$ cat config.mk
export PLATFORM = sky130hd
export DESIGN_NAME = delimited_frame_receiver_unit_flat
export DESIGN_NICKNAME = d
export VERILOG_FILES = /design/src/sv/dfr_pkg.sv /design/src/sv/dfr_if.sv /design/src/sv/dfr_frame_fsm.sv /design/src/sv/delimited_frame_receiver_unit.sv /design/src/flat_wrapper.sv
export SDC_FILE = /design/constraint.sdc
export NUM_CORES = 1
export LEC_CHECK = 0
export BUFFER_PORTS_ARGS = -buffer_cell sky130_fd_sc_hd__buf_2
export CORE_ASPECT_RATIO = 0.75
export CORE_UTILIZATION = 55
export DETAILED_ROUTE_END_ITERATION = 8
export HOLD_SLACK_MARGIN = 0.02
export PLACE_DENSITY = 0.81
export SLEW_MARGIN = 0
export SYNTH_ARGS = -nofsm -noshare
export SYNTH_HDL_FRONTEND = slang
export SYNTH_SLANG_ARGS = --single-unit
$ cat constraint.sdc
create_clock -name clk -period 5.2 [get_ports clk]
set_clock_uncertainty 0.05 [all_clocks]
set_input_delay 0 -clock clk [delete_from_list [all_inputs] [get_ports clk]]
set_output_delay 0 -clock clk [all_outputs]
set_load 0.02 [all_outputs]
$ cat src/sv/dfr_pkg.sv
// ----------------------------------------------------------------------------
// dfr_pkg
// Shared types and constants for the delimited frame receiver.
// ----------------------------------------------------------------------------
package dfr_pkg;

  typedef enum logic [2:0] {
    PH_HEADER  = 3'd0,
    PH_LEN_LO  = 3'd1,
    PH_LEN_HI  = 3'd2,
    PH_PAYLOAD = 3'd3,
    PH_FOOTER  = 3'd4
  } phase_t;

  localparam logic       REG_HEADER   = 1'b0;
  localparam logic       REG_FOOTER   = 1'b1;
  localparam logic [31:0] HEADER_RESET = 32'hFAFB_FCFD;
  localparam logic [31:0] FOOTER_RESET = 32'h0102_0304;

  localparam logic       FUNC_RX   = 1'b0;
  localparam logic       FUNC_READ = 1'b1;

  typedef struct packed {
    logic   frame_done;
    logic   store_we;
    phase_t phase;
  } dfr_ctrl_t;

endpackage

$ cat src/sv/dfr_if.sv
// ----------------------------------------------------------------------------
// dfr_in_if / dfr_out_if
// Valid/ready channels for received beats and result beats.
// ----------------------------------------------------------------------------
interface dfr_in_if;
  logic       valid;
  logic       ready;
  logic       func;
  logic [7:0] rx_byte;
  logic [5:0] read_index;

  modport source (output valid, func, rx_byte, read_index, input ready);
  modport sink   (input valid, func, rx_byte, read_index, output ready);
endinterface

interface dfr_out_if;
  logic       valid;
  logic       ready;
  logic       frame_done;
  logic [5:0] frame_length;
  logic [7:0] read_byte;
  logic [2:0] rx_phase;

  modport source (output valid, frame_done, frame_length, read_byte, rx_phase, input ready);
  modport sink   (input valid, frame_done, frame_length, read_byte, rx_phase, output ready);
endinterface

$ cat src/sv/dfr_frame_fsm.sv
// ----------------------------------------------------------------------------
// dfr_frame_fsm
// Frame parser: delimiter match, length capture, payload count, footer match.
// ----------------------------------------------------------------------------
module dfr_frame_fsm
  import dfr_pkg::*;
#(
  parameter int BUFFER_BYTES = 64
) (
  input  logic                            clk,
  input  logic                            rst_n,
  input  logic                            cfg_we,
  input  logic                            cfg_index,
  input  logic [31:0]                     cfg_wdata,
  input  logic                            rx_beat,
  input  logic [7:0]                      rx_byte,
  output dfr_ctrl_t                       ctrl,
  output logic [$clog2(BUFFER_BYTES)-1:0] store_addr,
  output logic [$clog2(BUFFER_BYTES)-1:0] completed_len_nxt
);

  localparam int          AW        = $clog2(BUFFER_BYTES);
  localparam logic [15:0] BUF_LIMIT = 16'(BUFFER_BYTES);

  phase_t          phase_r, phase_nxt;
  logic [31:0]     header_r, footer_r;
  logic [31:0]     shift_r, shift_nxt;
  logic [7:0]      len_lo_r, len_lo_nxt;
  logic [AW-1:0]   decl_r, decl_nxt;
  logic [AW-1:0]   count_r, count_nxt;
  logic [AW-1:0]   completed_r;
  logic [31:0]     shifted;
  logic [15:0]     full_len;
  logic            byte_match;
  logic            hunt;
  logic            done;
  logic            we;

  assign shifted    = shift_r >> 8;
  assign byte_match = (rx_byte == shift_r[7:0]);
  assign full_len   = {rx_byte, len_lo_r};

  always_comb begin
    phase_nxt  = phase_r;
    shift_nxt  = shift_r;
    len_lo_nxt = len_lo_r;
    decl_nxt   = decl_r;
    count_nxt  = count_r;
    hunt       = 1'b0;
    done       = 1'b0;
    we         = 1'b0;
    if (rx_beat) begin
      unique case (phase_r)
        PH_HEADER: begin
          if (byte_match) begin
            shift_nxt = shifted;
            if (shifted == 32'd0) phase_nxt = PH_LEN_LO;
          end else begin
            hunt = 1'b1;
          end
        end
        PH_LEN_LO: begin
          len_lo_nxt = rx_byte;
          phase_nxt  = PH_LEN_HI;
        end
        PH_LEN_HI: begin
          if (full_len >= BUF_LIMIT) begin
            hunt = 1'b1;
          end else begin
            decl_nxt  = AW'(full_len);
            shift_nxt = footer_r;
            count_nxt = '0;
            phase_nxt = (full_len != 16'd0) ? PH_PAYLOAD : PH_FOOTER;
          end
        end
        PH_PAYLOAD: begin
          we        = 1'b1;
          count_nxt = count_r + AW'(1);
          if (count_nxt >= decl_r) phase_nxt = PH_FOOTER;
        end
        PH_FOOTER: begin
          if (byte_match) begin
            shift_nxt = shifted;
            if (shifted == 32'd0) begin
              done = 1'b1;
              hunt = 1'b1;
            end
          end else begin
            hunt = 1'b1;
          end
        end
        default: hunt = 1'b1;
      endcase
    end
    if (hunt) begin
      phase_nxt = PH_HEADER;
      shift_nxt = header_r;
      count_nxt = '0;
    end
  end

  assign completed_len_nxt = done ? decl_r : completed_r;
  assign store_addr        = count_r;
  assign ctrl.frame_done   = done;
  assign ctrl.store_we     = we;
  assign ctrl.phase        = phase_nxt;

  always_ff @(posedge clk) begin
    if (!rst_n) begin
      phase_r     <= PH_HEADER;
      header_r    <= HEADER_RESET;
      footer_r    <= FOOTER_RESET;
      shift_r     <= HEADER_RESET;
      completed_r <= '0;
      count_r     <= '0;
    end else if (cfg_we) begin
      phase_r <= PH_HEADER;
      count_r <= '0;
      if (cfg_index == REG_HEADER) begin
        header_r <= cfg_wdata;
        shift_r  <= cfg_wdata;
      end else begin
        footer_r <= cfg_wdata;
        shift_r  <= header_r;
      end
    end else begin
      phase_r     <= phase_nxt;
      shift_r     <= shift_nxt;
      completed_r <= completed_len_nxt;
      count_r     <= count_nxt;
    end
  end

  always_ff @(posedge clk) begin
    len_lo_r <= len_lo_nxt;
    decl_r   <= decl_nxt;
  end

endmodule

$ cat src/sv/delimited_frame_receiver_unit.sv
// ----------------------------------------------------------------------------
// delimited_frame_receiver_unit
// Length-prefixed deframer with payload store and read-back.
// ----------------------------------------------------------------------------
// Each input beat loads the result register; its result beat follows in the next cycle.
// Throughput: one beat per cycle; in ready = no result held or result taken.
// Payload store: one write and one registered read port, one access per beat.
// Reset: synchronous, active low; parser to header hunting, registers to
// defaults, last length to zero; the payload store is not cleared.
module delimited_frame_receiver_unit
  import dfr_pkg::*;
#(
  parameter int BUFFER_BYTES = 64
) (
  input  logic        clk,
  input  logic        rst_n,
  dfr_in_if.sink      in_ch,
  dfr_out_if.source   out_ch,
  input  logic        cfg_we,
  input  logic        cfg_index,
  input  logic [31:0] cfg_wdata
);

  localparam int AW = $clog2(BUFFER_BYTES);
  localparam int CW = (AW > 6) ? AW : 6;

  logic [7:0]    mem [BUFFER_BYTES];
  dfr_ctrl_t     ctrl;
  logic [AW-1:0] store_addr;
  logic [AW-1:0] completed_len_nxt;
  logic [AW-1:0] rd_addr;
  logic          in_beat;
  logic          rx_beat;
  logic          rd_hit;

  logic          out_valid_r;
  logic          frame_done_r;
  logic [5:0]    frame_length_r;
  logic [7:0]    read_byte_r;
  logic [2:0]    rx_phase_r;

  assign in_ch.ready = !out_valid_r || out_ch.ready;
  assign in_beat     = in_ch.valid && in_ch.ready;
  assign rx_beat     = in_beat && (in_ch.func == FUNC_RX);
  assign rd_addr     = AW'(in_ch.read_index);
  assign rd_hit      = (in_ch.func == FUNC_READ) &&
                       (CW'(in_ch.read_index) < CW'(completed_len_nxt));

  dfr_frame_fsm #(
    .BUFFER_BYTES (BUFFER_BYTES)
  ) u_fsm (
    .clk               (clk),
    .rst_n             (rst_n),
    .cfg_we            (cfg_we),
    .cfg_index         (cfg_index),
    .cfg_wdata         (cfg_wdata),
    .rx_beat           (rx_beat),
    .rx_byte           (in_ch.rx_byte),
    .ctrl              (ctrl),
    .store_addr        (store_addr),
    .completed_len_nxt (completed_len_nxt)
  );

  always_ff @(posedge clk) begin
    if (ctrl.store_we) mem[store_addr] <= in_ch.rx_byte;
  end

  always_ff @(posedge clk) begin
    if (in_beat) begin
      read_byte_r    <= rd_hit ? mem[rd_addr] : 8'd0;
      frame_done_r   <= ctrl.frame_done;
      frame_length_r <= 6'(completed_len_nxt);
      rx_phase_r     <= 3'(ctrl.phase);
    end
  end

  always_ff @(posedge clk) begin
    if (!rst_n) begin
      out_valid_r <= 1'b0;
    end else if (in_beat) begin
      out_valid_r <= 1'b1;
    end else if (out_ch.ready) begin
      out_valid_r <= 1'b0;
    end
  end

  assign out_ch.valid        = out_valid_r;
  assign out_ch.frame_done   = frame_done_r;
  assign out_ch.frame_length = frame_length_r;
  assign out_ch.read_byte    = read_byte_r;
  assign out_ch.rx_phase     = rx_phase_r;

endmodule
$ cat src/flat_wrapper.sv
// flat-port wrapper written by rule: the top's interface ports become plain ports
module delimited_frame_receiver_unit_flat import dfr_pkg::*;
#(
  parameter int BUFFER_BYTES = 64
)
  (clk, rst_n, cfg_we, cfg_index, cfg_wdata, in_ch_valid, in_ch_func, in_ch_rx_byte, in_ch_read_index, in_ch_ready, out_ch_valid, out_ch_frame_done, out_ch_frame_length, out_ch_read_byte, out_ch_rx_phase, out_ch_ready);
  dfr_in_if in_ch_i ();
  dfr_out_if out_ch_i ();
  input  logic clk;
  input  logic rst_n;
  input  logic cfg_we;
  input  logic cfg_index;
  input  logic [31:0] cfg_wdata;
  input wire logic [$bits(in_ch_i.valid)-1:0] in_ch_valid;
  input wire logic [$bits(in_ch_i.func)-1:0] in_ch_func;
  input wire logic [$bits(in_ch_i.rx_byte)-1:0] in_ch_rx_byte;
  input wire logic [$bits(in_ch_i.read_index)-1:0] in_ch_read_index;
  output wire logic [$bits(in_ch_i.ready)-1:0] in_ch_ready;
  output wire logic [$bits(out_ch_i.valid)-1:0] out_ch_valid;
  output wire logic [$bits(out_ch_i.frame_done)-1:0] out_ch_frame_done;
  output wire logic [$bits(out_ch_i.frame_length)-1:0] out_ch_frame_length;
  output wire logic [$bits(out_ch_i.read_byte)-1:0] out_ch_read_byte;
  output wire logic [$bits(out_ch_i.rx_phase)-1:0] out_ch_rx_phase;
  input wire logic [$bits(out_ch_i.ready)-1:0] out_ch_ready;
  assign in_ch_i.valid = in_ch_valid;
  assign in_ch_i.func = in_ch_func;
  assign in_ch_i.rx_byte = in_ch_rx_byte;
  assign in_ch_i.read_index = in_ch_read_index;
  assign in_ch_ready = in_ch_i.ready;
  assign out_ch_valid = out_ch_i.valid;
  assign out_ch_frame_done = out_ch_i.frame_done;
  assign out_ch_frame_length = out_ch_i.frame_length;
  assign out_ch_read_byte = out_ch_i.read_byte;
  assign out_ch_rx_phase = out_ch_i.rx_phase;
  assign out_ch_i.ready = out_ch_ready;
  delimited_frame_receiver_unit #(.BUFFER_BYTES(BUFFER_BYTES)) u_core (.clk(clk), .rst_n(rst_n), .in_ch(in_ch_i), .out_ch(out_ch_i), .cfg_we(cfg_we), .cfg_index(cfg_index), .cfg_wdata(cfg_wdata));
endmodule
# Word level (Yosys, flattened, before mapping)
# Memory sizes are Yosys's and may differ from the RTL's. A register that Yosys moved wholly into a read port is not among the register bits.
# Cells that the tools add are included.
# op_classes
mux	33
n_bitwise	3
n_eq_ne	8
shifts	0
order_cmp	3
n_mul	0
div	0
add_sub_neg	1
reduce_logical	22
# op_table
operator	n
$mux 32	6
$pmux 32 s2	1
$logic_not 32->1	1
$mux 3	7
$ge 16x7->1 const B	1
$reduce_bool 16->1	1
$mux 1	14
$mux 6	2
$pmux 3 s4	1
$pmux 6 s2	1
$eq 8x8->1	1
$add 6x1->6 const B	1
$eq 3x2->1 const B	2
$ge 6x6->1	1
$lt 6x6->1	1
$reduce_and 3->1	2
$reduce_or 2->1	3
$ne 4x1->1 const B	1
$ne 4x4->1 const B	1
$pmux 1 s4	1
$reduce_and 2->1	2
$reduce_and 4->1	1
$reduce_bool 2->1	2
$reduce_bool 4->1	1
10 further kinds	15
# word_totals
in_bits	53
mem_bits_rw	512
elab_cells	83
register_bits	136
romBits	0
latch_bits	0
out_inout_bits	20
memories	1
# mem_list
memory	words	width	read_ports	rd_clocked_by_memory_dff	write_ports	line	rtl
u_core.mem	64	8	1	1	1	delimited_frame_receiver_unit.sv:27	logic [7:0] mem [BUFFER_BYTES];

# Logic depth before layout (Yosys ltp)
# Gate-level depths: netlist (run 1).
# depth
depth_word	9
ltp_mapped	14
mapped_depth_nobuf	13

# Cells and area by module
# Synthesis (run 1) repeated with hierarchy kept, for this count alone.
# unflattened
hier_cells	1799
area_unflattened_um2	26858.3
# by_module_without_submodules
mod	seq_area_each_um2	instances	area_each_um2	cells_each
delimited_frame_receiver_unit	15935.3	1	20744.9	1059
dfr_frame_fsm	2642.5	1	6113.4	740

# Least setup slack after synthesis (run 1)
# No wires, ideal clock.
# synth_timing
kind	flip-flop to flip-flop
startpoint	register u_core.u_fsm.phase_r[0]
endpoint	register u_core.read_byte_r[0], in the netlist u_core.out_ch.read_byte[0] (read register of u_core.mem), data pin
required_ns	4.991
n_path_buf	2
period_less_slack_ns	3.331
path_slack_ns	1.869
arrival_time_ns	3.123
path_stages_with_launch	15
setup_time_ns	0.159
cell_sequence	dfxtp_1 -> buf_2 -> inv_1 -> nand2_1 -> or3_1 -> nor3_2 -> mux2_2 -> inv_1 -> ha_1 -> a21o_1 -> a21oi_1 -> nor2b_1 -> or3_1 -> buf_1 -> a22oi_1
# synth_lines
element	line	rtl
from (decl)	dfr_frame_fsm.sv:25	phase_t phase_r, phase_nxt;
from (signal assigned)	dfr_frame_fsm.sv:127	phase_r <= phase_nxt;
to (decl)	delimited_frame_receiver_unit.sv:39	logic [7:0] read_byte_r;

==> results of run 1 <==
per-stage QoR:
stage / power (mW) / setup slack [ns]
floorplan: 6.35 / 1.87
global placement: 6.61 / 1.41
detailed placement: 6.63 / 1.31
CTS: 10.9 / 1.19
global route: 11.2 / 0.887
finish: 10.9 / 1.10
worst max-delay path by stage:
stage,start,depth (start not counted),slack (ns),end
2_1_floorplan,u_core.u_fsm.phase_r[0],14,1.87,u_core.out_ch.read_byte[0]
3_3_place_gp,u_core.u_fsm.phase_r[0],14,1.41,u_core.out_ch.read_byte[5]
3_5_place_dp,u_core.u_fsm.phase_r[0],14,1.31,u_core.out_ch.read_byte[5]
4_1_cts,u_core.u_fsm.phase_r[0],13,1.19,u_core.out_ch.read_byte[0]
5_1_grt,u_core.u_fsm.phase_r[0],14,0.89,u_core.out_ch.read_byte[3]
6_report,u_core.u_fsm.phase_r[0],14,1.10,u_core.out_ch.read_byte[0]
power groups by stage:
stage,sequential (mW),combinational [mW],clock (mW)
finish,5.80,0.779,4.31
global route,5.80,0.829,4.53
CTS,5.80,0.768,4.34
detailed placement,5.91,0.721,0
global placement,5.90,0.706,0
floorplan,5.91,0.443,0
cell type report:
class	count	area [um2]	area share [%]
Sequential cell	656	18600	61.2
Multi-Input combinational cell	922	7780	25.6
Clock buffer	77	1520	5.02
Timing Repair Buffer	164	1230	4.05
Tap cell	639	800	2.64
Clock inverter	31	367	1.21
Inverter	17	63.8	0.210
cells in the final DEF (no fill, tap or decap), types with 3 or more instances in the layout:
cell type	Yosys	routed
nand3b_1	3	3
a22oi_1	19	19
dfxtp_1	112	112
buf_2	16	69
nor2b_1	31	30
or3_1	6	6
buf_4	4	32
a211oi_1	11	11
ha_1	12	12
edfxtp_1	544	544
a21oi_1	95	95
a21o_1	4	4
nand4_1	3	3
mux2_2	30	30
nand2_1	204	204
clkbuf_16	0	58
inv_1	16	16
nor4_1	30	30
nand2b_1	12	12
mux4_2	145	145
nor3b_1	6	6
nor2_1	98	98
clkinv_2	0	8
clkbuf_1	74	19
a31oi_1	21	21
dlygate4sd3_1	0	61
nand3_1	43	43
a311o_1	5	5
bufinv_16	0	7
mux2i_1	53	53
clkinv_1	1	12
o21ai_0	14	14
o211a_1	5	5
xnor2_1	10	10
o22ai_1	8	8
a311oi_1	5	5
nor3_1	16	16
o221ai_1	8	8
logic make-up after synthesis:
| family | Yosys count |
|---|---|
| flip-flops | 656 |
| AND/OR/NAND/NOR | 465 |
| multiplexers | 228 |
| AO/OA/AOI/OAI | 205 |
| buffers and inverters | 131 |
| XOR/XNOR | 12 |
| adder cells (fa/ha/maj) | 12 |
worst max-delay path: stages, from the launching register on:
cell and delay, ns:
dfxtp_1 0.42, inv_1 0.18, nand2_1 0.08, buf_4 0.26
or3_1 0.46, nor3_2 0.48, mux2_2 0.44, inv_1 0.09
ha_1 0.26, a21o_1 0.17, a21oi_1 0.14, nor2b_1 0.07
nor4_1 0.20, o21ai_1 0.32, a22oi_1 0.30
state kept, by name (all words and copies together), names as in the netlist, 6 cells and up:
register,flops
u_core.u_fsm.shift_r,32
u_core.u_fsm.store_addr,6
u_core.u_fsm.completed_r,6
u_core.u_fsm.decl_r,6
u_core.u_fsm.header_r,32
u_core.mem,512
u_core.out_ch.frame_length,6
u_core.u_fsm.len_lo_r,8
u_core.out_ch.read_byte,8
u_core.u_fsm.footer_r,32
per-layer routing:
metal / GRT usage [%] / wire [um] / up-vias
met5: 0 / 13 / -
met4: 8.33 / 1980 / 2
met3: 8.73 / 8450 / 128
met2: 39.5 / 29800 / 986
met1: 38.3 / 26100 / 8071
li1: - / - / 6859
timing repair:
action / 4_1_cts / 5_1_grt
endpoints found under the hold margin: 185 / 0
resized for setup: 0 / 0
hold buffers: 61 / 0
==> results.toml, run 1 <==
[run_status]
status = "complete, no violations"

[synthesis]
async_flop_share_pct = 0
synthAdderAreaFrac_pct = 0.559
synth_cells = 1709
ys.flop_type = "edfxtp_1"
synth_compound_area_share_pct = 4.74
synth_area_um2 = 26900
syn-mean-instance-area_um2 = 15.7
synth_commonest_cells = "544 x edfxtp_1, 204 x nand2_1, 145 x mux4_2"
synth_top_family_by_area = "multiplexers"
synthMuxAreaShare_pct = 15.4
synth_seq_cells = 656
synth.top_cell.area_share_pct = 60.8
ys_seq_area_share_pct = 69.1
synth_edf_count = 544
synthDistinctLibCells = 52
ys_top_cells_by_area = "edfxtp_1 61%, mux4_2 12%, dfxtp_1 8.3%"
synth_simple_gate_area_share_pct = 7.84
yosysMostFrequentCell = "edfxtp_1"
synth_fp_nets = 1774
ys_warn_count = 0
synth_xor_xnor_area_share_pct = 0.391
yosysTopAreaCell = "edfxtp_1"

[clocking]
clkTransAtPathRegs_ns = 0.07
cts_tree = "built"
worst_skew_pair.late_latency_ns = 0.64
clock_path_buffers = 3
clkSinkCount = 656
cts_inserted_buffers = 58
ctsHtreeMaxLevel = 2
cts_root_buffer = "clkbuf_16"
postCtsSetupRepairBufs = 0

[setup_path]
cp.arrival_ns = 4.50
r2r-start = "u_core.u_fsm.phase_r[0]"
r2r_slack_ns = 1.10
r2r-end = "u_core.out_ch.read_byte[0]"
end_kind = "flip-flop"
cp_data_required_time_ns = 5.60
reg2reg_depth = 14
critPathLaunchType = "flip-flop"
path_max_fanout = 33
worstSetupPathType = "flip-flop to flip-flop"

[sta]
slew_headroom_pct = 19.8
final-hold-violation-count = 0
slew_violations = 0
fmax_ghz = 0.244
setup_violations = 0
timing.final.crit_share_pct = 78.8
tightest_slew_ns = 1.20
setup_tns_ns = 0
min_period_ns = 4.10
hold_ws_ns = 0.0656
rsz0062_at_grt = "false"

[route]
drt-pass1-iter-count = 6
num_vias = 16000
drt_wl_total_um = 66400
drc = 0
via_per_inst = 6.40
antenna_left = 0
wl_per_cell_um = 26.5
first_iter_violations = 2148

[hold_path]
hold_start = "in_ch_rx_byte[3]"
hold_end = "u_core.mem[31][3]"
hold_class = "input port to flip-flop"
hold_depth = 2

[power_and_ir_drop]
p_seq_share_pct = 53.3
p_per_area_nw_per_um2 = 359
p_int_mw = 8.47
netSwitchingFraction_pct = 22.2
peakVddDrop_mv = 0.240
clkPwrFrac_pct = 39.6
power_frac_comb_pct = 7.2
leakagePower_nw = 10.0
switching_power_mw = 2.41

[floorplanning]
core_um2 = 47800
die_w_um = 257
die_height_um = 193
pin_count = 73
die_area_um2 = 49800
start_util_pct = 56.2
rows = 69

[cells_and_area]
syn2layout_area_growth_pct = 12.9
finalNonFillerCells = 2506
nets = 1884
stdcell_area_um2 = 30300
fillers = 3242
drive_above_1_share_pct = 19.4
diodes = 0
fin_util_pct = 63.4

[grt]
first_global_vias = 15700
grt_overflow_total = 0
antenna_found_initial = 1
grt.total_usage_pct = 26.9
grt_max_degree = 72
grt_pass1_wl_um = 99300

[placement]
dp_hpwl_um = 40400
port_buffers = 72
dp_cells = 2337
postPlaceCellArea_um2 = 27800
place_congestion = 0.882

[run]
cap_violations = 0
(Power assumes the default switching activity.)
==> run 2, diff against run 1 <==
- clock period: 5.2 -> 4.1 ns (I/O delays scaled with it)
==> results.toml, run 2 (synthesized netlist as in run 1, its figures left out) <==
[run_status]
status = "complete, no violations"

[cells_and_area]
final_common_cell = "edfxtp_1"
nets = 1914
top_register = "u_core.mem"
syn2layout_area_growth_pct = 13.9
finalNonFillerCells = 2534
final_cell_mix = "544 x edfxtp_1, 204 x nand2_1, 145 x mux4_2"
largest_reg_flops = 512
drive_above_1_share_pct = 21.0

[power_and_ir_drop]
netSwitchingFraction_pct = 22.3
peakVddDrop_mv = 0.312
leakagePower_nw = 10.2
switching_power_mw = 3.11
p_int_mw = 10.9
clkPwrFrac_pct = 40.2
power_frac_comb_pct = 7.2
p_per_area_nw_per_um2 = 457
p_seq_share_pct = 52.6

[setup_path]
cp.arrival_ns = 4.40
worstSetupPathType = "flip-flop to flip-flop"
critPathLaunchType = "flip-flop"
path_cells = "xnor2_1 > nand4_1 > or3_1 > nor3_2 > buf_4 > mux2_2 > inv_1 > ha_1 > a21o_1 > a21oi_1 > nor2b_1 > nor4_1 > o21ai_1 > a32oi_1"
path_max_fanout = 8
cp_data_required_time_ns = 4.49
path_buf_inv = 2
cp_slowest_cell = "or3_1"
end_kind = "flip-flop"
crit_family = "simple AND/OR/NAND/NOR gates"
slowest_delay_ns = 0.49

[clocking]
cts_root_buffer = "clkbuf_16"
postCtsSetupRepairBufs = 0
clock_path_buffers = 3
ctsHtreeMaxLevel = 2
cts_resized = 0
holdBufCountCts = 62
clkTransAtPathRegs_ns = 0.07
worst_skew_pair.late_latency_ns = 0.63
cts_tree = "built"
cts_inserted_buffers = 59
clkSinkCount = 656

[floorplanning]
core_um2 = 47800
start_util_pct = 56.2
die_area_um2 = 49800
die_height_um = 193
rows = 69
die_w_um = 257
pin_count = 73

[grt]
antenna_found_initial = 4
grt_pass1_wl_um = 103000
grt.total_usage_pct = 27.9
grt_max_degree = 79
first_global_vias = 16300
grt_overflow_total = 0

[sta]
tightest_slew_ns = 1.30
timing.final.crit_share_pct = 97.8
slew_violations = 0
rsz0062_at_grt = "false"
setup_tns_ns = 0
hold_ws_ns = 0.0726
final-hold-violation-count = 0
setup_violations = 0
min_period_ns = 4.01
fmax_ghz = 0.249
slew_headroom_pct = 13.0

[run]
cap_violations = 0

[placement]
port_buffers = 72
place_congestion = 0.909
dp_cells = 2365
dp_hpwl_um = 41400

[route]
first_iter_violations = 2178
drt_wl_total_um = 68800
antenna_left = 0
drt-pass1-iter-count = 8
via_per_inst = 6.54
wl_per_cell_um = 27.2
drc = 0
num_vias = 16600

[hold_path]
hold_class = "input port to flip-flop"
run 2: worst paths after layout:
check	startpoint	end	slack, ns	depth (start not counted)
worst max-delay path	u_core.u_fsm.shift_r[6]	u_core.out_ch.read_byte[5]	0.09	14
worst min register to register	u_core.u_fsm.len_lo_r[3]	u_core.u_fsm.decl_r[3]	0.40	0
worst max register to register	u_core.u_fsm.shift_r[6]	u_core.out_ch.read_byte[5]	0.09	14
worst min-delay path	in_ch_rx_byte[3]	u_core.u_fsm.len_lo_r[3]	0.07	2
run 2: power groups by stage:
stage	registers, mW	clock network [mW]	logic (mW)
after global placement	7.49	0	0.893
final	7.36	5.62	1.00
after floorplan	7.49	0	0.561
after detailed placement	7.50	0	0.919
after global routing	7.36	5.87	1.06
after CTS	7.35	5.63	0.983
run 2: cell type report:
class	instances	area, um2
Antenna cell	2	5.00
Timing Repair Buffer	193	1460
Sequential cell	656	18600
Inverter	17	63.8
Clock inverter	40	419
Fill cell	3212	17200
Multi-Input combinational cell	922	7780
Clock buffer	65	1500
Tap cell	639	800
run 2: layer usage:
metal,track usage [%],vias up,share of wire (%)
met1,39.5,8384,39
met2,42.4,1062,46
li1,-,6922,-
met4,9.74,4,3.4
met5,0,-,0.039
met3,6.80,189,11
run 2: metrics by stage:
stage	utilization [%]	power, mW	cell area, um2	setup WS (ns)
after floorplan	-	8.05	26900	0.769
after global placement	58.7	8.38	28100	0.562
after detailed placement	58.7	8.42	28100	0.328
after CTS	64.0	14.0	30600	0.253
after global routing	64.0	14.3	30600	0.000526
final	64.0	14.0	30600	0.0885
